`src/hw/rtl/nlof_pkg.sv`:
```
// shared types, constants and the reciprocal table for the outlier flag unit
`timescale 1ns / 1ps

package nlof_pkg;

    localparam int LEVEL_W = 8;
    localparam int POS_W   = 11;
    localparam int SIZE_W  = 12;
    localparam int THR_W   = 8;

    localparam int DEFAULT_MAX_WIDTH  = 2048;
    localparam int DEFAULT_MAX_HEIGHT = 2048;

    localparam logic [SIZE_W-1:0] WIDTH_RESET     = 12'd640;
    localparam logic [SIZE_W-1:0] HEIGHT_RESET    = 12'd480;
    localparam logic [THR_W-1:0]  THRESHOLD_RESET = 8'd70;

    // register bus
    localparam int APB_ADDR_W = 4;
    localparam int APB_DATA_W = 32;
    localparam int REG_IDX_W  = 2;
    localparam logic [REG_IDX_W-1:0] REG_FRAME_WIDTH  = 2'd0;
    localparam logic [REG_IDX_W-1:0] REG_FRAME_HEIGHT = 2'd1;
    localparam logic [REG_IDX_W-1:0] REG_THRESHOLD    = 2'd2;

    localparam int QUEUE_DEPTH = 4;

    // neighbour sum and nonzero count
    localparam int SUM_W   = 11;
    localparam int CNT_W   = 4;
    localparam int RECIP_W = 15;
    // sum * ceil(2^14 / n) >> 14 is exact for sums below 2^11 and n up to 8
    localparam int RECIP_SHIFT = 14;
    localparam int PROD_W      = SUM_W + RECIP_W;

    typedef struct packed {
        logic [LEVEL_W-1:0] level;
        logic               first;
        logic               produce;
        logic               frame_end;
        logic [POS_W-1:0]   centre_col;
        logic [POS_W-1:0]   centre_row;
    } item_t;

    function automatic logic [RECIP_W-1:0] recip(input logic [CNT_W-1:0] n);
        logic [RECIP_W-1:0] r;
        case (n)
            4'd1:    r = 15'd16384;
            4'd2:    r = 15'd8192;
            4'd3:    r = 15'd5462;
            4'd4:    r = 15'd4096;
            4'd5:    r = 15'd3277;
            4'd6:    r = 15'd2731;
            4'd7:    r = 15'd2341;
            4'd8:    r = 15'd2048;
            default: r = '0;
        endcase
        return r;
    endfunction

endpackage

```
`src/hw/rtl/nlof_queue.sv`:
```
// short fifo between the front end and the back end
`timescale 1ns / 1ps

module nlof_queue #(
    parameter int ADDR_W = $clog2(nlof_pkg::DEFAULT_MAX_WIDTH)
) (
    input  logic                clk,
    input  logic                rst_n,
    input  logic                push,
    input  nlof_pkg::item_t     push_item,
    input  logic [ADDR_W-1:0]   push_addr,
    input  logic                pop,
    output nlof_pkg::item_t     pop_item,
    output logic [ADDR_W-1:0]   pop_addr,
    output logic                full,
    output logic                empty
);
    import nlof_pkg::*;

    localparam int PTR_W = $clog2(QUEUE_DEPTH);

    item_t             item_mem [QUEUE_DEPTH];
    logic [ADDR_W-1:0] addr_mem [QUEUE_DEPTH];
    logic [PTR_W-1:0]  wr_ptr_reg, rd_ptr_reg;
    logic [PTR_W:0]    count_reg;

    assign full     = (count_reg == (PTR_W + 1)'(QUEUE_DEPTH));
    assign empty    = (count_reg == '0);
    assign pop_item = item_mem[rd_ptr_reg];
    assign pop_addr = addr_mem[rd_ptr_reg];

    always_ff @(posedge clk)
    begin
        if (push)
        begin
            item_mem[wr_ptr_reg] <= push_item;
            addr_mem[wr_ptr_reg] <= push_addr;
        end
    end

    always_ff @(posedge clk or negedge rst_n)
    begin
        if (!rst_n)
        begin
            wr_ptr_reg <= '0;
            rd_ptr_reg <= '0;
            count_reg  <= '0;
        end
        else
        begin
            if (push)
                wr_ptr_reg <= (wr_ptr_reg == PTR_W'(QUEUE_DEPTH - 1)) ? '0 : wr_ptr_reg + 1'b1;
            if (pop)
                rd_ptr_reg <= (rd_ptr_reg == PTR_W'(QUEUE_DEPTH - 1)) ? '0 : rd_ptr_reg + 1'b1;
            if (push && !pop)
                count_reg <= count_reg + 1'b1;
            else if (pop && !push)
                count_reg <= count_reg - 1'b1;
        end
    end

endmodule

```
`config.mk`:
```
export PLATFORM = sky130hd
export DESIGN_NAME = nlof_queue
export DESIGN_NICKNAME = d
export VERILOG_FILES = /design/src/hw/rtl/nlof_pkg.sv /design/src/hw/rtl/nlof_queue.sv
export SDC_FILE = /design/constraint.sdc
export NUM_CORES = 1
export LEC_CHECK = 0
export ABC_CLOCK_PERIOD_IN_PS = 2620
export BUFFER_PORTS_ARGS = -buffer_cell sky130_fd_sc_hd__buf_4
export CAP_MARGIN = 10
export CORE_ASPECT_RATIO = 0.6
export CORE_UTILIZATION = 57
export DETAILED_ROUTE_END_ITERATION = 10
export PLACE_DENSITY_LB_ADDON = 0.08
export RECOVER_POWER = 25
export SYNTH_ARGS = -nofsm -noshare
export SYNTH_HDL_FRONTEND = slang
export SYNTH_SLANG_ARGS = --single-unit
```
`constraint.sdc`:
```
create_clock -name clk -period 2.62 [get_ports clk]
set_input_delay 0.524 -clock clk [delete_from_list [all_inputs] [get_ports clk]]
set_output_delay 0.524 -clock clk [all_outputs]
set_load 0.02 [all_outputs]
```
==> results of run 1 <==
==> worst max-delay path, delay by kind of cell (launching register included) <==
family	cells	cell delay, ns
muxes	1	0.62
DFF	1	0.48
buffers and inverters	2	0.42
==> worst paths after layout <==
check	slack, ns	from	endpoint
setup / recovery	0.13	rd_ptr_reg[0]	pop_item[32]
setup reg to reg	0.89	wr_ptr_reg[0]	item_mem[2][26]
hold / removal	0.30	push_item[6]	item_mem[0][6]
min in group asynchronous	0.44	rst_n	count_reg[2]
max in group asynchronous	2.03	rst_n	rd_ptr_reg[0]
hold reg to reg	0.49	count_reg[2]	count_reg[2]
==> metrics by stage <==
| stage | setup WS, ns | utilization (%) | std cells |
|---|---|---|---|
| final | 0.1318 | 72.31 | 561 |
| after floorplan | 0.5326 | - | 267 |
| after CTS | 0.009770 | 72.72 | 555 |
| after global placement | 0.4653 | 67.55 | 522 |
| after global routing | 0.07293 | 72.31 | 561 |
| after detailed placement | 0.4968 | 67.55 | 522 |
==> where the power goes <==
group	internal [W]	total, W	switching, W
Sequential	0.00376	0.00398	0.000218
Combinational	0.00152	0.00312	0.00159
Clock	0.00128	0.00246	0.00118
==> metal layers <==
metal / track usage (%) / vias to the layer above / share of wire [%]
met4: 7.253 / 0 / 1.0
met2: 30.16 / 97 / 48
met1: 28.25 / 1591 / 45
met3: 6.740 / 10 / 6.5
met5: 0 / - / 0
li1: - / 1381 / -
==> timing repair <==
action / in CTS / in global routing
resized for setup: 0 / 0
hold buffers: 1 / 0
hold endpoints to repair: 7 / 0
setup buffers: 0 / 6
endpoints found under the setup margin: 0 / 2
==> final cells by class <==
type | count | area (um^2)
sequential | 183 | 5465
fill | 703 | 3181
multi-input combinational | 70 | 1240
timing repair buffer | 112 | 800.8
clock buffer | 17 | 425.4
tap | 160 | 200.2
clock inverter | 15 | 158.9
inverter | 4 | 15.01
==> cell usage after synthesis <==
| master | n |
|---|---|
| and2_1 | 4 |
| buf_6 | 1 |
| dfrtp_1 | 7 |
| nor3_1 | 1 |
| nor2_1 | 3 |
| mux4_2 | 38 |
| fa_1 | 1 |
| ha_1 | 6 |
| o21ai_0 | 2 |
| mux4_1 | 6 |
| inv_1 | 4 |
| buf_2 | 5 |
| xnor2_1 | 1 |
| mux2_2 | 3 |
| nor3b_1 | 1 |
| nand2_1 | 2 |
| buf_12 | 4 |
| edfxtp_1 | 176 |
| xor2_1 | 2 |
==> kinds of logic (layout without fill, tap and decap cells) <==
family	count (synthesis)	count (layout)	share of synthesized area [%]
flip-flops	183	183	79.99
multiplexers	47	47	15.34
buffers and inverters	14	148	1.924
AND/OR/NAND/NOR	11	11	0.8247
adder cells (fa/ha/maj)	7	7	1.393
XOR/XNOR	3	3	0.3850
AO/OA/AOI/OAI	2	2	0.1466
==> run summary, run 1 <==
CTS tree = built
max FFs per register = 132
fin crit period = 2.488 ns
final wirelength = 11.39 mm
R2R depth = 4
status = finished, final reports clean
cells after synthesis = 267
critical path arrival = 1.96 ns
cell chain of the critical path = buf_12, mux4_1, buf_4
first-pass GRT wire length = 17.26 mm
synth top area cells = edfxtp_1 (77%), mux4_2 (13%), dfrtp_1 (2.6%)
largest net degree at the start of global routing = 29
RSZ-0062 raised after global routing = no
vias in the first global route = 3025
crit start category = flop
Detailed Routing Iterations Pass 1 = 4
site row count = 30
final hold vios = 0
critical path's largest stage delay = 0.62 ns
Final period util = 94.97%
core area = 0.01149 mm^2
Clock Latency Late Sink = 0.42 ns
share of post-route cells with drive strength above 1 = 40.40%
Synth Cell Area = 0.006827 mm^2
clock transition at the registers of the reported paths = 0.07 ns
critical path fanouts, max = 25
initial core utilization = 59.43%
Final nets = 443
Worst EP required = 2.10 ns
Pins Over Slew Limit = 0
setup tns final = 0 ns
CTS Buf Count = 17
DR WL/cell = 20.30 um
initial drt markers = 190
Worst Hold Path Cells = 1
yosys warns = 0
Die Ht = 86.77 um
sequential fraction of the synthesis area = 79.99%
gr ovfl total = 0
post-synthesis cell type count = 19
worst-margin pin slew = 0.5198 ns
most common cell after layout, fill and taps aside = edfxtp_1
max_cap viols = 0
Via Count = 3079
clock skew = 0.007759 ns
leading cell types in the layout, fill and taps excluded = edfxtp_1 (176), buf_4 (78), mux4_2 (38)
Final HPWL DP = 6.978 mm
io pins = 94
routability cong. = 0.6901
worst rel slew slack = 65.35%
Clock Sinks = 183
I/O Buffers = 93
die width = 143.3 um
post-synth top area cell = edfxtp_1
syn avg cell area = 25.57 um^2
CTS Buffer Depth = 2
post-route cell area = 0.008305 mm^2
DRC violations left = 0
Design Power = 0.009554 W
cell leakage power = 2.867 nW
#FFs+latches synth = 183
placed instance area = 0.007759 mm^2
antenna viol nets, final = 0
GRT Util Overall = 20.16%
Yosys top cell area share = 77.42%
crit end category = output port
worst hold slack = 0.3019 ns
PwrDens = 1150 mW/mm^2
# setup viols final = 0
Synthesized Nets = 322
htree depth = 4
root buf cell = clkbuf_16
Fmax achieved = 401.9 MHz
die area = 0.01243 mm^2
slowest CP cell = mux4_1
synth-to-layout area growth = 21.66%
ANT cells = 0
maximum vdd ir drop = 0.6509 mV
vias per cell = 5.488
initial antenna violation count = 0
Crit Path Class = flop to output port
Worst Hold Class = input pin to flop
Note: power is estimated with default switching activity, not from simulation.
==> run 2, diff against run 1 <==
CELL_PAD_IN_SITES_DETAIL_PLACEMENT = 0   (was not set)
CELL_PAD_IN_SITES_GLOBAL_PLACEMENT = 1   (was not set)
CORE_ASPECT_RATIO = 1.25   (was 0.6)
CORE_UTILIZATION = 50   (was 57)
==> run summary, run 2 (same netlist as run 1, synthesis figures left out) <==
DR WL/cell = 20.03 um
fin crit period = 2.423 ns
Worst Hold Class = input pin to flop
FF+latch area = 0.005465 mm^2
I/O Buffers = 93
Clock Latency Late Sink = 0.42 ns
initial drt markers = 117
initial antenna violation count = 0
Worst Hold Path Cells = 1
Detailed Routing Iterations Pass 1 = 4
RSZ-0062 raised after global routing = no
site row count = 47
Die Ht = 132.6 um
Fmax achieved = 412.7 MHz
cts repair resizes = 0
most common cell after layout, fill and taps aside = edfxtp_1
routability cong. = 0.6969
cell leakage power = 2.843 nW
CP top delay family = multiplexers
multi-input logic area = 0.001240 mm^2
cell chain of the critical path = buf_4, mux4_1, buf_4
setup tns final = 0 ns
Final nets = 444
# setup viols final = 0
synth-to-layout area growth = 21.33%
first-pass GRT wire length = 17.60 mm
io pins = 94
die width = 106.5 um
r2r startpoint = wr_ptr_reg[0]
clock transition at the registers of the reported paths = 0.06 ns
PwrDens = 1153 mW/mm^2
r2r setup slk = 0.92 ns
GRT Util Overall = 17.57%
CTS tree = built
vias per cell = 5.357
initial core utilization = 51.37%
Pins Over Slew Limit = 0
placed instance area = 0.007787 mm^2
DRC violations left = 0
worst-margin pin slew = 0.4841 ns
maximum vdd ir drop = 0.5833 mV
CTS Buffer Depth = 2
Final period util = 92.47%
clock skew = 0.005126 ns
pre-CTS setup slack = 0.4993 ns
final hold vios = 0
leading cell types in the layout, fill and taps excluded = edfxtp_1 (176), buf_4 (76), mux4_2 (38)
CTS Buf Count = 17
core area = 0.01329 mm^2
fin worst setup slack = 0.1972 ns
critical path's largest stage delay = 0.57 ns
Hold Path End = addr_mem[3][0]
root buf cell = clkbuf_16
Final HPWL DP = 7.108 mm
ANT cells = 0
fillers = 969
cell mode on critical path = buf_4
final wirelength = 11.46 mm
worst rel slew slack = 67.73%
critical path arrival = 1.90 ns
Hold Path Origin = push_addr[0]
htree depth = 4
vias in the first global route = 3237
critical path fanouts, max = 10
share of post-route cells with drive strength above 1 = 37.66%
Via Count = 3064
Crit Reg-Reg Endpoint = item_mem[0][5]
worst hold slack = 0.3068 ns
Clock Sinks = 183
max FFs per register = 132
die area = 0.01413 mm^2
largest net degree at the start of global routing = 27
Crit Path Class = flop to output port
status = finished, final reports clean
WP buf/inv = 2
gr ovfl total = 0
crit end category = output port
crit start category = flop
Worst EP required = 2.10 ns
R2R depth = 4
max_cap viols = 0
Final Core Density = 62.32%
antenna viol nets, final = 0
slowest CP cell = mux4_1
post-route cell area = 0.008283 mm^2
## run 2: changes by cell type in the layout (fill, tap and decap cells not counted), moves of 3 or more
| cell | previous run | this run |
|---|---|---|
| clkbuf_1 | 28 | 35 |
| clkinv_1 | 0 | 4 |
| inv_8 | 4 | 0 |
| bufinv_16 | 0 | 3 |
| clkinv_8 | 3 | 0 |
| inv_6 | 4 | 1 |
## run 2: worst register-to-register path: cells and delay by family, from the launching register on
kind | cells | cell delay (ns)
and+or+nand+nor | 1 | 0.45
DFF | 1 | 0.41
buffers and inverters | 2 | 0.39
adders and majority gates | 1 | 0.14
## run 2: worst max path at each step
stage	start	endpoint	slack, ns	cells after the start
after detailed placement	rd_ptr_reg[0]	pop_addr[1]	0.50	3
after global placement	rd_ptr_reg[0]	pop_addr[1]	0.49	3
after floorplan	wr_ptr_reg[0]	addr_mem[2][0]	0.53	3
after CTS	rd_ptr_reg[0]	pop_addr[1]	0.04	3
final	rd_ptr_reg[0]	pop_addr[3]	0.20	3
after global routing	rd_ptr_reg[0]	pop_addr[1]	0.12	3
## run 2: what timing repair did
action                                  4_1_cts  5_1_grt
endpoints found under the setup margin        0        1
endpoints found under the hold margin         7        0
hold buffers                                  1        0
setup buffers                                 0        5
## run 2: metal layers
layer  vias up  part of all wire [%]  track usage (%)
met1      1593                    40            20.99
met2        80                    54            29.58
li1       1375                     -                -
met5         -                     0                0
met3        16                   5.3            6.256
met4         0                   1.5            6.164
## run 2: metrics by stage
| step | power, W | cells |
|---|---|---|
| floorplan | 0.006031 | 267 |
| global placement | 0.007131 | 535 |
| detailed placement | 0.007178 | 535 |
| CTS | 0.009648 | 567 |
| global route | 0.009953 | 572 |
| finish | 0.009547 | 572 |
## run 2: final cells by class
| class | instances | area share, % |
|---|---|---|
| clock buffers | 20 | 5.272 |
| clock inverters | 11 | 1.586 |
| inverters | 4 | 0.1813 |
| multi-input cells | 70 | 14.97 |
| flip-flops and latches | 183 | 65.98 |
| well taps | 171 | 2.583 |
| repair buffers | 113 | 9.426 |
## run 2: where the power goes
group | internal (W) | total, W | switching (W) | leakage, nW
combinational | 0.00151 | 0.00311 | 0.00160 | 0.871
sequential | 0.00376 | 0.00397 | 0.000207 | 1.70
clock | 0.00148 | 0.00247 | 0.000987 | 0.274
total | 0.00676 | 0.00955 | 0.00279 | 2.84
==> run 3, diff against run 2 <==
CORE_ASPECT_RATIO = 1.2   (was 1.25)
==> run summary, run 3 (same netlist as run 1, synthesis figures left out) <==
site row count = 46
met3 WL = 573 um
fin crit period = 2.483 ns
most common cell after layout, fill and taps aside = edfxtp_1
CP top delay family = multiplexers
worst-margin pin slew = 0.5610 ns
cell leakage power = 2.821 nW
switching power total = 0.002911 W
RSZ-0062 raised after global routing = no
ANT cells = 0
clock transition at the registers of the reported paths = 0.07 ns
Int Pwr = 0.006551 W
Flop pwr share = 42.1%
Worst Hold Path Cells = 1
GRT Util Overall = 17.71%
leading cell types in the layout, fill and taps excluded = edfxtp_1 (176), buf_4 (68), mux4_2 (38)
Worst EP required = 2.10 ns
Top Layer Used = met4
Final period util = 94.77%
WP buf/inv = 2
switch share = 30.77%
largest net degree at the start of global routing = 36
Clock Latency Late Sink = 0.41 ns
WL met1 = 4.703 mm
max_cap viols = 0
CTS Buffer Depth = 2
DP Cell Count = 529
synth-to-layout area growth = 20.64%
DR WL met2 = 6.114 mm
# setup viols final = 0
power share of the combinational group = 31.8%
setup tns final = 0 ns
r2r setup slk = 0.78 ns
Die Ht = 130 um
final wirelength = 11.51 mm
fillers = 992
cell chain of the critical path = buf_12, mux4_1, buf_4
final hold vios = 0
initial antenna violation count = 0
Worst Hold Class = input pin to flop
slowest CP cell = mux4_1
Fmax achieved = 402.7 MHz
routability cong. = 0.6549
DRC violations left = 0
crit start category = flop
clock power share = 26.1%
critical path arrival = 1.96 ns
vias per cell = 5.363
htree depth = 4
root buf cell = clkbuf_16
critical path fanouts, max = 35
setup repair bufs after CTS = 0
Clock Sinks = 183
clock skew = 0.005970 ns
die area = 0.01413 mm^2
core area = 0.01330 mm^2
worst rel slew slack = 62.60%
initial drt markers = 118
status = finished, final reports clean
vias in the first global route = 3203
maximum vdd ir drop = 0.5648 mV
gr ovfl total = 0
CTS tree = built
CTS Buf Count = 17
count of non-filler cells in the finished layout = 562
CP Depth = 3
antenna viol nets, final = 0
Final nets = 436
Detailed Routing Iterations Pass 1 = 4
first-pass GRT wire length = 17.58 mm
die width = 108.7 um
io pins = 94
share of post-route cells with drive strength above 1 = 38.32%
DR WL/cell = 20.48 um
max FFs per register = 132
crit end category = output port
Crit Path Class = flop to output port
Pins Over Slew Limit = 0
I/O Buffers = 93
critical path's largest stage delay = 0.65 ns
PwrDens = 1149 mW/mm^2
initial core utilization = 51.35%
Via Count = 3014
R2R depth = 4
Final HPWL DP = 7.081 mm
run 3: cell types whose count changed in the layout (fill, tap and decap cells not counted), moves of 2 or more:
cell | before | now
clkbuf_1 | 35 | 32
buf_4 | 76 | 68
clkinv_4 | 0 | 2
inv_6 | 1 | 5
inv_8 | 0 | 3
bufinv_16 | 3 | 1
clkinv_1 | 4 | 0
run 3: final timing paths:
kind | startpoint | endpoint
hold / removal | push_addr[2] | addr_mem[2][2]
max in group asynchronous | rst_n | rd_ptr_reg[0]
setup reg to reg | wr_ptr_reg[0] | addr_mem[2][10]
setup / recovery | rd_ptr_reg[0] | pop_item[32]
hold reg to reg | count_reg[2] | count_reg[2]
min in group asynchronous | rst_n | count_reg[0]
run 3: per-stage QoR:
stage,hold slack [ns],util (%),area (um^2),power (W),setup WS (ns)
final,0.3106,61.94,8235,0.009462,0.1369
after global routing,0.2974,61.94,8235,0.009901,0.06175
after CTS,0.2913,62.83,8353,0.009610,0.05104
after detailed placement,0.3480,58.38,7761,0.007143,0.5062
after global placement,0.3454,58.38,7761,0.007086,0.5063
after floorplan,0.2284,-,6827,0.006031,0.5326
run 3: repair_timing:
item / 4_1_cts / 5_1_grt
setup endpoints to repair: 0 / 1
resized for setup: 0 / 1
hold buffers: 1 / 0
endpoints found under the hold margin: 7 / 0
run 3: area by class of cell:
type,count,area [um^2],share of cell area [%]
Multi-Input combinational cell,70,1240,15.06
Inverter,4,15.01,0.1823
Sequential cell,183,5468,66.39
Timing Repair Buffer,105,720.7,8.751
Clock inverter,15,156.4,1.899
Clock buffer,17,425.4,5.166
Tap cell,168,210.2,2.552
run 3: power groups by stage:
stage	Sequential, W	Combinational [W]	Clock (W)
4_1_cts	0.00399	0.00310	0.00252
5_1_grt	0.00403	0.00323	0.00264
3_5_place_dp	0.00405	0.00309	0
2_1_floorplan	0.00392	0.00211	0
6_report	0.00398	0.00301	0.00247
3_3_place_gp	0.00402	0.00306	0
run 3: per-layer routing:
| metal | global-route usage, % | vias to the layer above |
|---|---|---|
| li1 | - | 1364 |
| met3 | 5.045 | 12 |
| met4 | 5.962 | 0 |
| met5 | 0 | - |
| met1 | 22.96 | 1560 |
| met2 | 29.00 | 78 |
