### src/hw/rtl/nlof_pkg.sv
// shared types, constants and the reciprocal table for the outlier flag unit
`timescale 1ns / 1ps

package nlof_pkg;

    localparam int LEVEL_W = 8;
    localparam int POS_W   = 11;
    localparam int SIZE_W  = 12;
    localparam int THR_W   = 8;

    localparam int DEFAULT_MAX_WIDTH  = 2048;
    localparam int DEFAULT_MAX_HEIGHT = 2048;

    localparam logic [SIZE_W-1:0] WIDTH_RESET     = 12'd640;
    localparam logic [SIZE_W-1:0] HEIGHT_RESET    = 12'd480;
    localparam logic [THR_W-1:0]  THRESHOLD_RESET = 8'd70;

    // register bus
    localparam int APB_ADDR_W = 4;
    localparam int APB_DATA_W = 32;
    localparam int REG_IDX_W  = 2;
    localparam logic [REG_IDX_W-1:0] REG_FRAME_WIDTH  = 2'd0;
    localparam logic [REG_IDX_W-1:0] REG_FRAME_HEIGHT = 2'd1;
    localparam logic [REG_IDX_W-1:0] REG_THRESHOLD    = 2'd2;

    localparam int QUEUE_DEPTH = 4;

    // neighbour sum and nonzero count
    localparam int SUM_W   = 11;
    localparam int CNT_W   = 4;
    localparam int RECIP_W = 15;
    // sum * ceil(2^14 / n) >> 14 is exact for sums below 2^11 and n up to 8
    localparam int RECIP_SHIFT = 14;
    localparam int PROD_W      = SUM_W + RECIP_W;

    typedef struct packed {
        logic [LEVEL_W-1:0] level;
        logic               first;
        logic               produce;
        logic               frame_end;
        logic [POS_W-1:0]   centre_col;
        logic [POS_W-1:0]   centre_row;
    } item_t;

    function automatic logic [RECIP_W-1:0] recip(input logic [CNT_W-1:0] n);
        logic [RECIP_W-1:0] r;
        case (n)
            4'd1:    r = 15'd16384;
            4'd2:    r = 15'd8192;
            4'd3:    r = 15'd5462;
            4'd4:    r = 15'd4096;
            4'd5:    r = 15'd3277;
            4'd6:    r = 15'd2731;
            4'd7:    r = 15'd2341;
            4'd8:    r = 15'd2048;
            default: r = '0;
        endcase
        return r;
    endfunction

endpackage

### src/hw/rtl/nlof_channels.sv
// pixel and verdict channel interfaces
`timescale 1ns / 1ps

interface nlof_pixel_if;
    import nlof_pkg::*;

    logic               valid;
    logic               ready;
    logic [LEVEL_W-1:0] red;
    logic [LEVEL_W-1:0] green;
    logic [LEVEL_W-1:0] blue;

    modport source (output valid, red, green, blue, input ready);
    modport sink (input valid, red, green, blue, output ready);
endinterface


### src/hw/rtl/nlof_front.sv
// front end: raster position tracking and per-pixel level
`timescale 1ns / 1ps

module nlof_front #(
    parameter int MAX_WIDTH  = nlof_pkg::DEFAULT_MAX_WIDTH,
    parameter int MAX_HEIGHT = nlof_pkg::DEFAULT_MAX_HEIGHT
) (
    input  logic                            clk,
    input  logic                            rst_n,
    nlof_pixel_if.sink                      pixel,
    input  logic [nlof_pkg::SIZE_W-1:0]     frame_width,
    input  logic [nlof_pkg::SIZE_W-1:0]     frame_height,
    input  logic                            queue_full,
    output logic                            push_valid,
    output nlof_pkg::item_t                 push_item,
    output logic [$clog2(MAX_WIDTH)-1:0]    push_addr
);
    import nlof_pkg::*;

    localparam int AW = $clog2(MAX_WIDTH);
    localparam int RW = $clog2(MAX_HEIGHT);
    localparam int WW = $clog2(MAX_WIDTH + 1);
    localparam int HW = $clog2(MAX_HEIGHT + 1);

    logic [AW-1:0]      col_reg, col_next;
    logic [RW-1:0]      row_reg, row_next;
    logic [WW-1:0]      width_eff;
    logic [HW-1:0]      height_eff;
    logic [WW-1:0]      col_pos, col_inc;
    logic [HW-1:0]      row_pos, row_inc;
    logic [LEVEL_W-1:0] mx, mn;
    logic [LEVEL_W-1:0] level;

    assign pixel.ready = !queue_full;
    assign push_valid  = pixel.valid && !queue_full;

    always_comb
    begin
        if (frame_width < 12'd3)
            width_eff = WW'(3);
        else if (32'(frame_width) > 32'(MAX_WIDTH))
            width_eff = WW'(MAX_WIDTH);
        else
            width_eff = WW'(frame_width);

        if (frame_height < 12'd3)
            height_eff = HW'(3);
        else if (32'(frame_height) > 32'(MAX_HEIGHT))
            height_eff = HW'(MAX_HEIGHT);
        else
            height_eff = HW'(frame_height);
    end

    // position of this pixel; a count left past a shrunk size wraps as a line end
    always_comb
    begin
        col_pos = WW'(col_reg);
        row_pos = HW'(row_reg);
        if (col_pos >= width_eff)
        begin
            col_pos = '0;
            row_pos = row_pos + 1'b1;
        end
        if (row_pos >= height_eff)
            row_pos = '0;

        col_inc = col_pos + 1'b1;
        row_inc = row_pos + 1'b1;
        if (col_inc >= width_eff)
        begin
            col_next = '0;
            row_next = (row_inc >= height_eff) ? '0 : RW'(row_inc);
        end
        else
        begin
            col_next = AW'(col_inc);
            row_next = RW'(row_pos);
        end
    end

    always_comb
    begin
        mx = pixel.red;
        mn = pixel.red;
        if (pixel.green > mx) mx = pixel.green;
        if (pixel.blue > mx)  mx = pixel.blue;
        if (pixel.green < mn) mn = pixel.green;
        if (pixel.blue < mn)  mn = pixel.blue;
        // wraps to 0 for a saturated max with a zero component
        level = mx + LEVEL_W'(mn == '0 && mx != '0);
    end

    always_comb
    begin
        push_item.level      = level;
        push_item.first      = (col_pos == '0) && (row_pos == '0);
        push_item.produce    = (col_pos >= WW'(2)) && (row_pos >= HW'(2));
        push_item.frame_end  = (col_pos == width_eff - 1'b1) && (row_pos == height_eff - 1'b1);
        push_item.centre_col = POS_W'(col_pos - 1'b1);
        push_item.centre_row = POS_W'(row_pos - 1'b1);
        push_addr            = AW'(col_pos);
    end

    always_ff @(posedge clk or negedge rst_n)
    begin
        if (!rst_n)
        begin
            col_reg <= '0;
            row_reg <= '0;
        end
        else if (push_valid)
        begin
            col_reg <= col_next;
            row_reg <= row_next;
        end
    end

endmodule

### src/flat_wrapper.sv
// flat-port wrapper written by rule: the top's interface ports become plain ports
module nlof_front_flat import nlof_pkg::*;
#(
    parameter int MAX_WIDTH  = nlof_pkg::DEFAULT_MAX_WIDTH,
    parameter int MAX_HEIGHT = nlof_pkg::DEFAULT_MAX_HEIGHT
)
  (clk, rst_n, frame_width, frame_height, queue_full, push_valid, push_item, push_addr, pixel_valid, pixel_red, pixel_green, pixel_blue, pixel_ready);
  nlof_pixel_if pixel_i ();
  input  logic clk;
  input  logic rst_n;
  input  logic [nlof_pkg::SIZE_W-1:0] frame_width;
  input  logic [nlof_pkg::SIZE_W-1:0] frame_height;
  input  logic queue_full;
  output logic push_valid;
  output nlof_pkg::item_t push_item;
  output logic [$clog2(MAX_WIDTH)-1:0] push_addr;
  input wire logic [$bits(pixel_i.valid)-1:0] pixel_valid;
  input wire logic [$bits(pixel_i.red)-1:0] pixel_red;
  input wire logic [$bits(pixel_i.green)-1:0] pixel_green;
  input wire logic [$bits(pixel_i.blue)-1:0] pixel_blue;
  output wire logic [$bits(pixel_i.ready)-1:0] pixel_ready;
  assign pixel_i.valid = pixel_valid;
  assign pixel_i.red = pixel_red;
  assign pixel_i.green = pixel_green;
  assign pixel_i.blue = pixel_blue;
  assign pixel_ready = pixel_i.ready;
  nlof_front #(.MAX_WIDTH(MAX_WIDTH), .MAX_HEIGHT(MAX_HEIGHT)) u_core (.clk(clk), .rst_n(rst_n), .pixel(pixel_i), .frame_width(frame_width), .frame_height(frame_height), .queue_full(queue_full), .push_valid(push_valid), .push_item(push_item), .push_addr(push_addr));
endmodule
### config.mk
export PLATFORM = sky130hd
export DESIGN_NAME = nlof_front_flat
export DESIGN_NICKNAME = d
export VERILOG_FILES = /design/src/hw/rtl/nlof_pkg.sv /design/src/hw/rtl/nlof_channels.sv /design/src/hw/rtl/nlof_front.sv /design/src/flat_wrapper.sv
export SDC_FILE = /design/constraint.sdc
export NUM_CORES = 1
export LEC_CHECK = 0
export ABC_CLOCK_PERIOD_IN_PS = 13400
export BUFFER_PORTS_ARGS = -buffer_cell sky130_fd_sc_hd__buf_2
export CORE_MARGIN = 2
export CORE_UTILIZATION = 32
export CTS_CLUSTER_DIAMETER = 40
export CTS_CLUSTER_SIZE = 25
export DETAILED_ROUTE_END_ITERATION = 12
export SLEW_MARGIN = 20
export SYNTH_ARGS = -nofsm -noshare
export SYNTH_HDL_FRONTEND = slang
export SYNTH_SLANG_ARGS = --single-unit
### constraint.sdc
create_clock -name clk -period 13.4 [get_ports clk]
set_input_delay 2.01 -clock clk [delete_from_list [all_inputs] [get_ports clk]]
set_output_delay 2.01 -clock clk [all_outputs]
set_load 0.01 [all_outputs]
==> results.txt, run 1 <==
H-tree depth: 1
Die area: 0.0180 sq mm
Fillers: 1807
HP Class: flip-flop to flip-flop
CP arrival: 8750 ps
Final setup vio count: 0
Core area: 0.0166 sq mm
Worst setup EP type: primary output
Die H: 134 um
Crit Path Class: primary input to primary output
Grt peak-use layer: met2
Post-synth top cells: nand2_1, ha_1, nor2_1
Pwr dens: 144 mW/mm^2
GRT Residual Overflow: 0
YS warnings: 0
CTS tree: done
EDFF count, synth: 0
Clock sink count: 22
P_int: 0.000413 W
DRC: 0
Net Count, Synth: 876
Slew @ Worst Pin: 949 ps
I/O pin total: 98
PortBufs: 97
Sequential Power Share: 13.6%
Worst vdd ir: 97.7 uV
Vias in the first global route: 5564
Clk root buf: clkbuf_16
Worst flop-to-flop path endpoint: u_core.row_reg[2]
Post-Syn Instances: 742
CP Max Fanout: 22
Clock tree buffer depth: 2
Setup Buffers After CTS: 0
Crit share post-route: 80.3%
Clk pwr share: 9.9%
Nets: 951
TritonCTS Buffers: 3
Seq/Total Area, Yosys: 10.2%
NetSw: 0.000482 W
Initial Util: 32.7%
CP Launch Type: primary input
RR Startpoint: u_core.col_reg[8]
Die X: 134 um
Clk Latency, worst-skew pair: 270 ps
Dominant cell type by area after synthesis: ha_1
Diodes inserted: 0
Antenna viol nets, final: 0
Synth unique cells: 71
Yosys top cell area share: 18.9%
Most frequent cell after synthesis: nand2_1
Global routing usage on met3: 2.46%
Reg2reg path depth: 26
Num rows: 47
DP Worst Slack: 2750 ps
Synth area leaders: ha_1, dfrtp_1, nand2_1
Final Hold Viols: 0
GRT Overall Usage: 19.8%
Placer Congestion: 0.898
Logic pwr share: 76.5%
Status: completed
Fmax achieved: 92.9 MHz
Register-to-Register Setup Slack: 5020 ps
Max Transition Viols Final: 0
Layout cells sized above 1: 15.4%
Leak Pwr: 2.95 nW
Critical hold path startpoint: u_core.row_reg[1]
Final setup TNS: 0 ps
Worst Path Required: 11390 ps
Clk slew on worst S/H paths: 60 ps
Final worst slack: 2640 ps
Design Area, Final: 0.00622 sq mm
Via density: 5.75
Post-CTS resize count: 0
Max cap viols: 0
Post-synthesis average cell area: 7.31 sq um
Tmin final: 10760 ps
Post-DP HPWL: 14.6 mm
Cts hold-fix bufs: 0
RSZ-0062 raised after global routing: no
DR WL/cell: 17.5 um
WHS Path Cells: 1
Grt met1 use: 27.2%
Area Overhead vs Synth: 14.7%
Overall Power: 0.000895 W
Most used DFF post-synth: dfrtp_1
Vias: 5953
Asr flop ratio synth: 100%
Seq cells post-synth: 22
First-pass GRT wire length: 29.0 mm
Hold Crit Endpoint: u_core.row_reg[1]
Post-Route WL: 18.2 mm
Layout Skew: 2.30 ps
Post-Syn Area: 0.00542 sq mm
Sw Share: 53.8%
Pre-antenna DRT Iters: 5
Initial DRC count: 418
Antenna violations before repair: 0
Largest net degree at the start of global routing: 33
GR Layer Usage met2: 32.6%
Rel. slew slack: 36.7%
DP Area: 0.00611 sq mm
[layout by cell type, fill, tap and decap left out, drive strengths merged, types with 5 or more instances in the layout]
cell type / n
and3: 17
nand2b: 11
o2111ai: 7
a31oi: 11
a21o: 15
inv: 39
or4: 11
o31ai: 10
dfrtp: 22
nand4: 14
buf: 105
xnor2: 32
nor2b: 6
nor2: 59
or3: 10
nor4: 19
a22o: 5
o21a: 13
o41ai: 7
a21oi: 49
o21ai: 34
nor3: 20
xor2: 23
mux2i: 17
nand2: 84
nand3: 20
a211oi: 10
ha: 82
[power groups by stage]
stage	combinational (W)	sequential [W]	clock (W)
global placement	0.000673	0.000121	0
detailed placement	0.000674	0.000121	0
global route	0.000759	0.000123	0.0000926
finish	0.000685	0.000121	0.0000886
CTS	0.000680	0.000119	0.0000912
floorplan	0.000471	0.0000994	0
[area by class of cell]
cell class,instances,area [sq um],share of cell area [%]
inverters,39,146,2.36
multi-input cells,646,4590,73.9
clock inverters,1,30.0,0.483
clock buffers,3,75.1,1.21
repair buffers,105,546,8.78
well taps,220,275,4.43
flip-flops and latches,22,551,8.86
[layer usage]
metal	vias to the layer above	share of wire, %
met2	242	46
met3	34	6.7
met1	2749	46
li1	2928	-
met4	0	2.0
met5	-	0
[cell families (layout without fill, tap and decap cells)]
kind of cell               count (synthesis)  after routing  share of synthesized area (%)
muxes                                     20             20                           3.83
buffers and inverters                     74            148                           5.19
adders and majority gates                 82             82                           18.9
and+or+nand+nor                          288            288                           26.7
xor gates and xnor gates                  55             55                           9.30
AOI/OAI and AO/OA                        201            201                           25.9
DFF                                       22             22                           10.2
[critical path, stage by stage]
cell	delay, ps
buf_2	140
nor3_1	360
and3_1	240
o21ai_0	160
ha_1	360
a2111oi_2	70
nor4_2	670
o2111ai_1	250
xor2_1	490
inv_1	200
ha_1	350
nand2_1	70
or4_1	530
a221o_1	620
nand2_1	340
inv_1	110
ha_1	310
o211a_1	140
o21ai_0	80
nor4_1	350
o2111a_1	230
o2111ai_1	150
nor4_2	350
buf_2	180
[through the flow]
stage / cells / util, % / hold WS [ps]
after floorplan: 742 / - / 496
after detailed placement: 1032 / 36.8 / 539
after CTS: 1036 / 37.5 / 557
after global routing: 1036 / 37.5 / 582
final: 1036 / 37.5 / 557
after global placement: 1032 / 36.8 / 532
[worst max path at each step]
stage	from	endpoint	slack [ps]	depth (start not counted)
3_5_place_dp	frame_width[10]	push_item[22]	2750	26
2_1_floorplan	frame_width[11]	push_item[22]	3590	27
3_3_place_gp	frame_width[10]	push_item[22]	2730	26
4_1_cts	frame_width[10]	push_item[22]	2720	26
6_report	frame_width[10]	push_item[22]	2640	24
5_1_grt	frame_width[10]	push_item[22]	1990	26
(Power assumes the default switching activity.)
==> run 2, diff against run 1 <==
--- a/config.mk
+++ b/config.mk
@@ -5,7 +5,7 @@
 export SDC_FILE = /design/constraint.sdc
 export NUM_CORES = 1
 export LEC_CHECK = 0
-export ABC_CLOCK_PERIOD_IN_PS = 13400
+export ABC_CLOCK_PERIOD_IN_PS = 10100
 export BUFFER_PORTS_ARGS = -buffer_cell sky130_fd_sc_hd__buf_2
 export CORE_MARGIN = 2
 export CORE_UTILIZATION = 32
==> constraint.sdc (replaced) <==
create_clock -name clk -period 10.1 [get_ports clk]
set_input_delay 1.515 -clock clk [delete_from_list [all_inputs] [get_ports clk]]
set_output_delay 1.515 -clock clk [all_outputs]
set_load 0.01 [all_outputs]
==> results.txt, run 2 (synthesized netlist as in run 1, its figures left out) <==
Vias in the first global route: 5618 (was 5564)
Post-DP HPWL: 14.8 mm (was 14.6 mm)
Clk root buf: clkbuf_16 (unchanged)
Antenna viol nets, final: 0 (unchanged)
Tmin final: 9400 ps
CP arrival: 9580 ps (was 8750 ps)
Reg2reg path depth: 26 (unchanged)
Area Overhead vs Synth: 14.9% (was 14.7%)
Cts hold-fix bufs: 0 (unchanged)
I/O pin total: 98 (unchanged)
Worst vdd ir: 155 uV (was 97.7 uV)
Most frequent cells in the layout: buf_2, nand2_1, ha_1 (unchanged)
Pre-antenna DRT Iters: 5 (unchanged)
GRT Overall Usage: 20.0% (was 19.8%)
Initial Util: 32.7% (unchanged)
Clk slew on worst S/H paths: 70 ps (was 60 ps)
Reg area: 551 sq um (unchanged)
Layout cells sized above 1: 15.6% (was 15.4%)
Die area: 0.0180 sq mm (unchanged)
Layout Skew: 4.37 ps (was 2.30 ps)
DR WL/cell: 17.7 um (was 17.5 um)
Num rows: 47 (unchanged)
Max Transition Viols Final: 0 (unchanged)
RSZ-0062 raised after global routing: no (unchanged)
HP Class: flip-flop to flip-flop (unchanged)
CTS tree: done (unchanged)
WHS Path Cells: 1 (unchanged)
Post-CTS resize count: 0 (unchanged)
Final Hold Viols: 0 (unchanged)
TritonCTS Buffers: 3 (unchanged)
Placer Congestion: 0.974 (was 0.898)
Largest net degree at the start of global routing: 33 (unchanged)
Die X: 134 um (unchanged)
Slew @ Worst Pin: 994 ps (was 949 ps)
First-pass GRT wire length: 29.3 mm (was 29.0 mm)
Antenna violations before repair: 1 (was 0)
Leak Pwr: 2.96 nW (was 2.95 nW)
Core area: 0.0166 sq mm (unchanged)
Slowest CP cell: or4_1 (was nor4_2)
Post-Route WL: 18.4 mm (was 18.2 mm)
Pwr dens: 193 mW/mm^2 (was 144 mW/mm^2)
Clock sink count: 22 (unchanged)
Crit share post-route: 93.0%
Worst Path Required: 10280 ps (was 11390 ps)
CP Launch Type: primary input (unchanged)
Crit path largest cell delay: 750 ps (was 670 ps)
Clock tree buffer depth: 2 (unchanged)
Final setup vio count: 0 (unchanged)
GRT Residual Overflow: 0 (unchanged)
DRC: 0 (unchanged)
Most common cell after layout, fill and taps aside: buf_2 (unchanged)
Nets: 953 (was 951)
PortBufs: 97 (unchanged)
Final Core Density: 37.6% (was 37.5%)
Rel. slew slack: 33.5% (was 36.7%)
Diodes inserted: 0 (unchanged)
Multi-input gate area: 0.00459 sq mm (unchanged)
Fmax achieved: 106 MHz
Setup Buffers After CTS: 0 (unchanged)
Vias: 6029 (was 5953)
Worst setup EP type: flip-flop (was primary output)
Final setup TNS: 0 ps (unchanged)
Initial DRC count: 499 (was 418)
Status: completed (unchanged)
Crit Path Class: primary input to flip-flop (was primary input to primary output)
CP Max Fanout: 15 (was 22)
Die H: 134 um (unchanged)
Fillers: 1742 (was 1807)
H-tree depth: 1 (unchanged)
Clk Latency, worst-skew pair: 270 ps (about the same)
Max cap viols: 0 (unchanged)
Via density: 5.81 (was 5.75)
CP dominant cell by count: ha_1 (unchanged)
[run 2: changes by cell type in the layout (fill, tap and decap cells not counted), sizes merged]
cell,delta
buf,+2
[run 2: final timing paths]
| check | end | start | slack [ps] |
|---|---|---|---|
| max | u_core.row_reg[2] | frame_width[10] | 700 |
| min | u_core.row_reg[1] | u_core.row_reg[1] | 570 |
| max reg2reg | u_core.row_reg[2] | u_core.col_reg[8] | 2080 |
| min reg2reg | u_core.row_reg[1] | u_core.row_reg[1] | 570 |
| max in group asynchronous | u_core.row_reg[2] | rst_n | 8510 |
| min in group asynchronous | u_core.row_reg[10] | rst_n | 1230 |
[run 2: metal layers]
layer | track usage [%] | wire length, um
met1 | 27.7 | 8320
met2 | 32.7 | 8270
met3 | 2.46 | 1370
met4 | 5.56 | 426
met5 | 0 | 13
[run 2: worst max-delay path, delay by kind of cell]
kind            cells  cell delay (ps)
buf+inv             2              310
simple gates       10             3200
xor+xnor            2              350
compound gates     12             3080
fa+ha+maj           4             1110
[run 2: cell type report]
type,count,share of cell area (%)
Clock buffer,3,1.20
Clock inverter,1,0.482
Inverter,39,2.35
Multi-Input combinational cell,646,73.7
Sequential cell,22,8.84
Tap cell,220,4.42
Timing Repair Buffer,107,9.00
[run 2: per-stage QoR]
stage / total power [W] / worst slack [ps] / cell area (sq um) / hold slack (ps) / std cells
after floorplan: 0.000757 / 1280 / 5420 / 496 / 742
final: 0.00120 / 704 / 6230 / 568 / 1038
after global placement: 0.00107 / 716 / 6120 / 532 / 1034
after CTS: 0.00119 / 797 / 6230 / 563 / 1038
after detailed placement: 0.00107 / 564 / 6120 / 535 / 1034
after global routing: 0.00131 / 54.7 / 6230 / 570 / 1038
[run 2: power breakdown]
group	switching (W)	internal (W)	leakage [nW]
Sequential	0.0000508	0.000111	0.282
Clock	0.0000371	0.0000790	0.0511
Combinational	0.000558	0.000366	2.62
Total	0.000646	0.000555	2.96
==> run 3, diff against run 2 <==
--- a/config.mk
+++ b/config.mk
@@ -7,6 +7,7 @@
 export LEC_CHECK = 0
 export ABC_CLOCK_PERIOD_IN_PS = 10100
 export BUFFER_PORTS_ARGS = -buffer_cell sky130_fd_sc_hd__buf_2
+export CORE_ASPECT_RATIO = 0.7
 export CORE_MARGIN = 2
 export CORE_UTILIZATION = 32
 export CTS_CLUSTER_DIAMETER = 40
==> results.txt, run 3 (synthesized netlist as in run 1, its figures left out) <==
Worst setup EP type: primary output (was flip-flop)
Largest net degree at the start of global routing: 33 (unchanged)
Post-CTS resize count: 0 (unchanged)
GRT Overall Usage: 19.9% (was 20.0%)
Die area: 0.0180 sq mm (about the same)
Most frequent cells in the layout: buf_2, nand2_1, ha_1 (unchanged)
GRT Residual Overflow: 0 (unchanged)
DP Worst Slack: 873 ps (was 564 ps)
Crit path largest cell delay: 700 ps (was 750 ps)
Rel. slew slack: 34.0% (was 33.5%)
Clk root buf: clkbuf_16 (unchanged)
Placer Congestion: 0.953 (was 0.974)
Vias: 5959 (was 6029)
Clk slew on worst S/H paths: 60 ps (was 70 ps)
Max cap viols: 0 (unchanged)
PortBufs: 97 (unchanged)
CP Max Fanout: 8 (was 15)
Placed cells: 1039 (was 1034)
Fmax achieved: 107 MHz (was 106 MHz)
Tmin final: 9360 ps (was 9400 ps)
Initial DRC count: 534 (was 499)
Status: completed (unchanged)
CTS tree: done (unchanged)
Vias in the first global route: 5484 (was 5618)
Crit share post-route: 92.6% (was 93.0%)
Cts hold-fix bufs: 0 (unchanged)
Final worst slack: 745 ps (was 704 ps)
Antenna viol nets, final: 0 (unchanged)
DR WL/cell: 17.7 um (about the same)
Layout cells sized above 1: 15.6% (unchanged)
I/O pin total: 98 (unchanged)
H-tree depth: 1 (unchanged)
Nets: 953 (unchanged)
Clock sink count: 22 (unchanged)
CP arrival: 7840 ps (was 9580 ps)
Clock tree buffer depth: 2 (unchanged)
Final Hold Viols: 0 (unchanged)
Diodes inserted: 0 (unchanged)
Final setup vio count: 0 (unchanged)
TritonCTS Buffers: 3 (unchanged)
Die X: 160 um (was 134 um)
Core area: 0.0164 sq mm (was 0.0166 sq mm)
Layout Cells excl Fill: 1043 (was 1038)
First-pass GRT wire length: 29.4 mm (was 29.3 mm)
CP cell instances: buf_2 -> nor3_1 -> and3_1 -> o21ai_0 -> ha_1 -> a2111oi_2 -> nor4_2 -> o2111ai_1 -> xor2_1 -> inv_1 -> ha_1 -> nand2_1 -> or4_1 -> a221o_1 -> nand2_1 -> inv_1 -> ha_1 -> o211a_1 -> o21ai_0 -> nor4_1 -> o2111a_1 -> o2111ai_1 -> nor4_2 -> buf_2
Slew @ Worst Pin: 990 ps (was 994 ps)
Most common cell after layout, fill and taps aside: buf_2 (unchanged)
HP Class: flip-flop to flip-flop (unchanged)
Pre-antenna DRT Iters: 5 (unchanged)
Slowest CP cell: nor4_2 (was or4_1)
DRC: 0 (unchanged)
Area Overhead vs Synth: 15.0% (was 14.9%)
Initial Util: 33.0% (was 32.7%)
Worst vdd ir: 84.9 uV (was 155 uV)
Num rows: 39 (was 47)
Post-DP HPWL: 15.0 mm (was 14.8 mm)
Pwr dens: 193 mW/mm^2 (about the same)
Final setup TNS: 0 ps (unchanged)
Layout Skew: 1.33 ps (was 4.37 ps)
Post-Route WL: 18.4 mm (about the same)
Via density: 5.71 (was 5.81)
Leak Pwr: 2.96 nW (about the same)
Crit Path Class: primary input to primary output (was primary input to flip-flop)
Die H: 113 um (was 134 um)
RSZ-0062 raised after global routing: no (unchanged)
CP dominant cell by count: ha_1 (unchanged)
Max Transition Viols Final: 0 (unchanged)
Setup Buffers After CTS: 0 (unchanged)
Worst hold slack: 570 ps (was 568 ps)
Antenna violations before repair: 0 (was 1)
CP Launch Type: primary input (unchanged)
Clk Latency, worst-skew pair: 260 ps (was 270 ps)
Worst Path Required: 8590 ps (was 10280 ps)
Overall Power: 0.00121 W (was 0.00120 W)
## run 3: worst paths after layout
| kind | from | endpoint | slack (ps) | cells after the start |
|---|---|---|---|---|
| min in group asynchronous | rst_n | u_core.row_reg[10] | 1220 | 1 |
| max reg2reg | u_core.col_reg[8] | u_core.row_reg[8] | 2350 | 26 |
| min reg2reg | u_core.row_reg[1] | u_core.row_reg[1] | 570 | 1 |
| max | frame_width[10] | push_item[22] | 740 | 24 |
| max in group asynchronous | rst_n | u_core.row_reg[1] | 8530 | 1 |
| min | u_core.row_reg[1] | u_core.row_reg[1] | 570 | 1 |
## run 3: power breakdown
group / internal [W] / switching [W] / total, W
Sequential: 0.000111 / 0.0000535 / 0.000164
Combinational: 0.000360 / 0.000570 / 0.000931
Clock: 0.0000788 / 0.0000331 / 0.000112
Total: 0.000549 / 0.000657 / 0.00121
## run 3: cell type report
type                       count  area [sq um]
clock buffer                   3          75.1
clock inverter                 1          30.0
fill                        1728         10200
inverter                      39           146
multi-input combinational    646          4590
sequential                    22           551
tap                          225           282
timing repair buffer         107           561
## run 3: worst max-delay path, delay by kind of cell
family,cells,cell delay [ps]
simple gates,8,2800
xor+xnor,1,470
compound gates,8,1420
fa+ha+maj,3,1010
buf+inv,4,620
## run 3: routing by layer
metal | GRT usage [%] | wire length (um) | vias up
met2 | 28.6 | 7360 | 252
met3 | 3.67 | 1740 | 27
met1 | 30.7 | 9100 | 2749
met5 | 0 | 0 | -
li1 | - | - | 2931
met4 | 3.27 | 230 | 0
## run 3: metrics by stage
step | cell area (sq um) | utilization [%]
final | 6240 | 37.9
after global routing | 6240 | 37.9
after CTS | 6230 | 37.9
after detailed placement | 6130 | 37.3
after global placement | 6130 | 37.3
after floorplan | 5420 | -
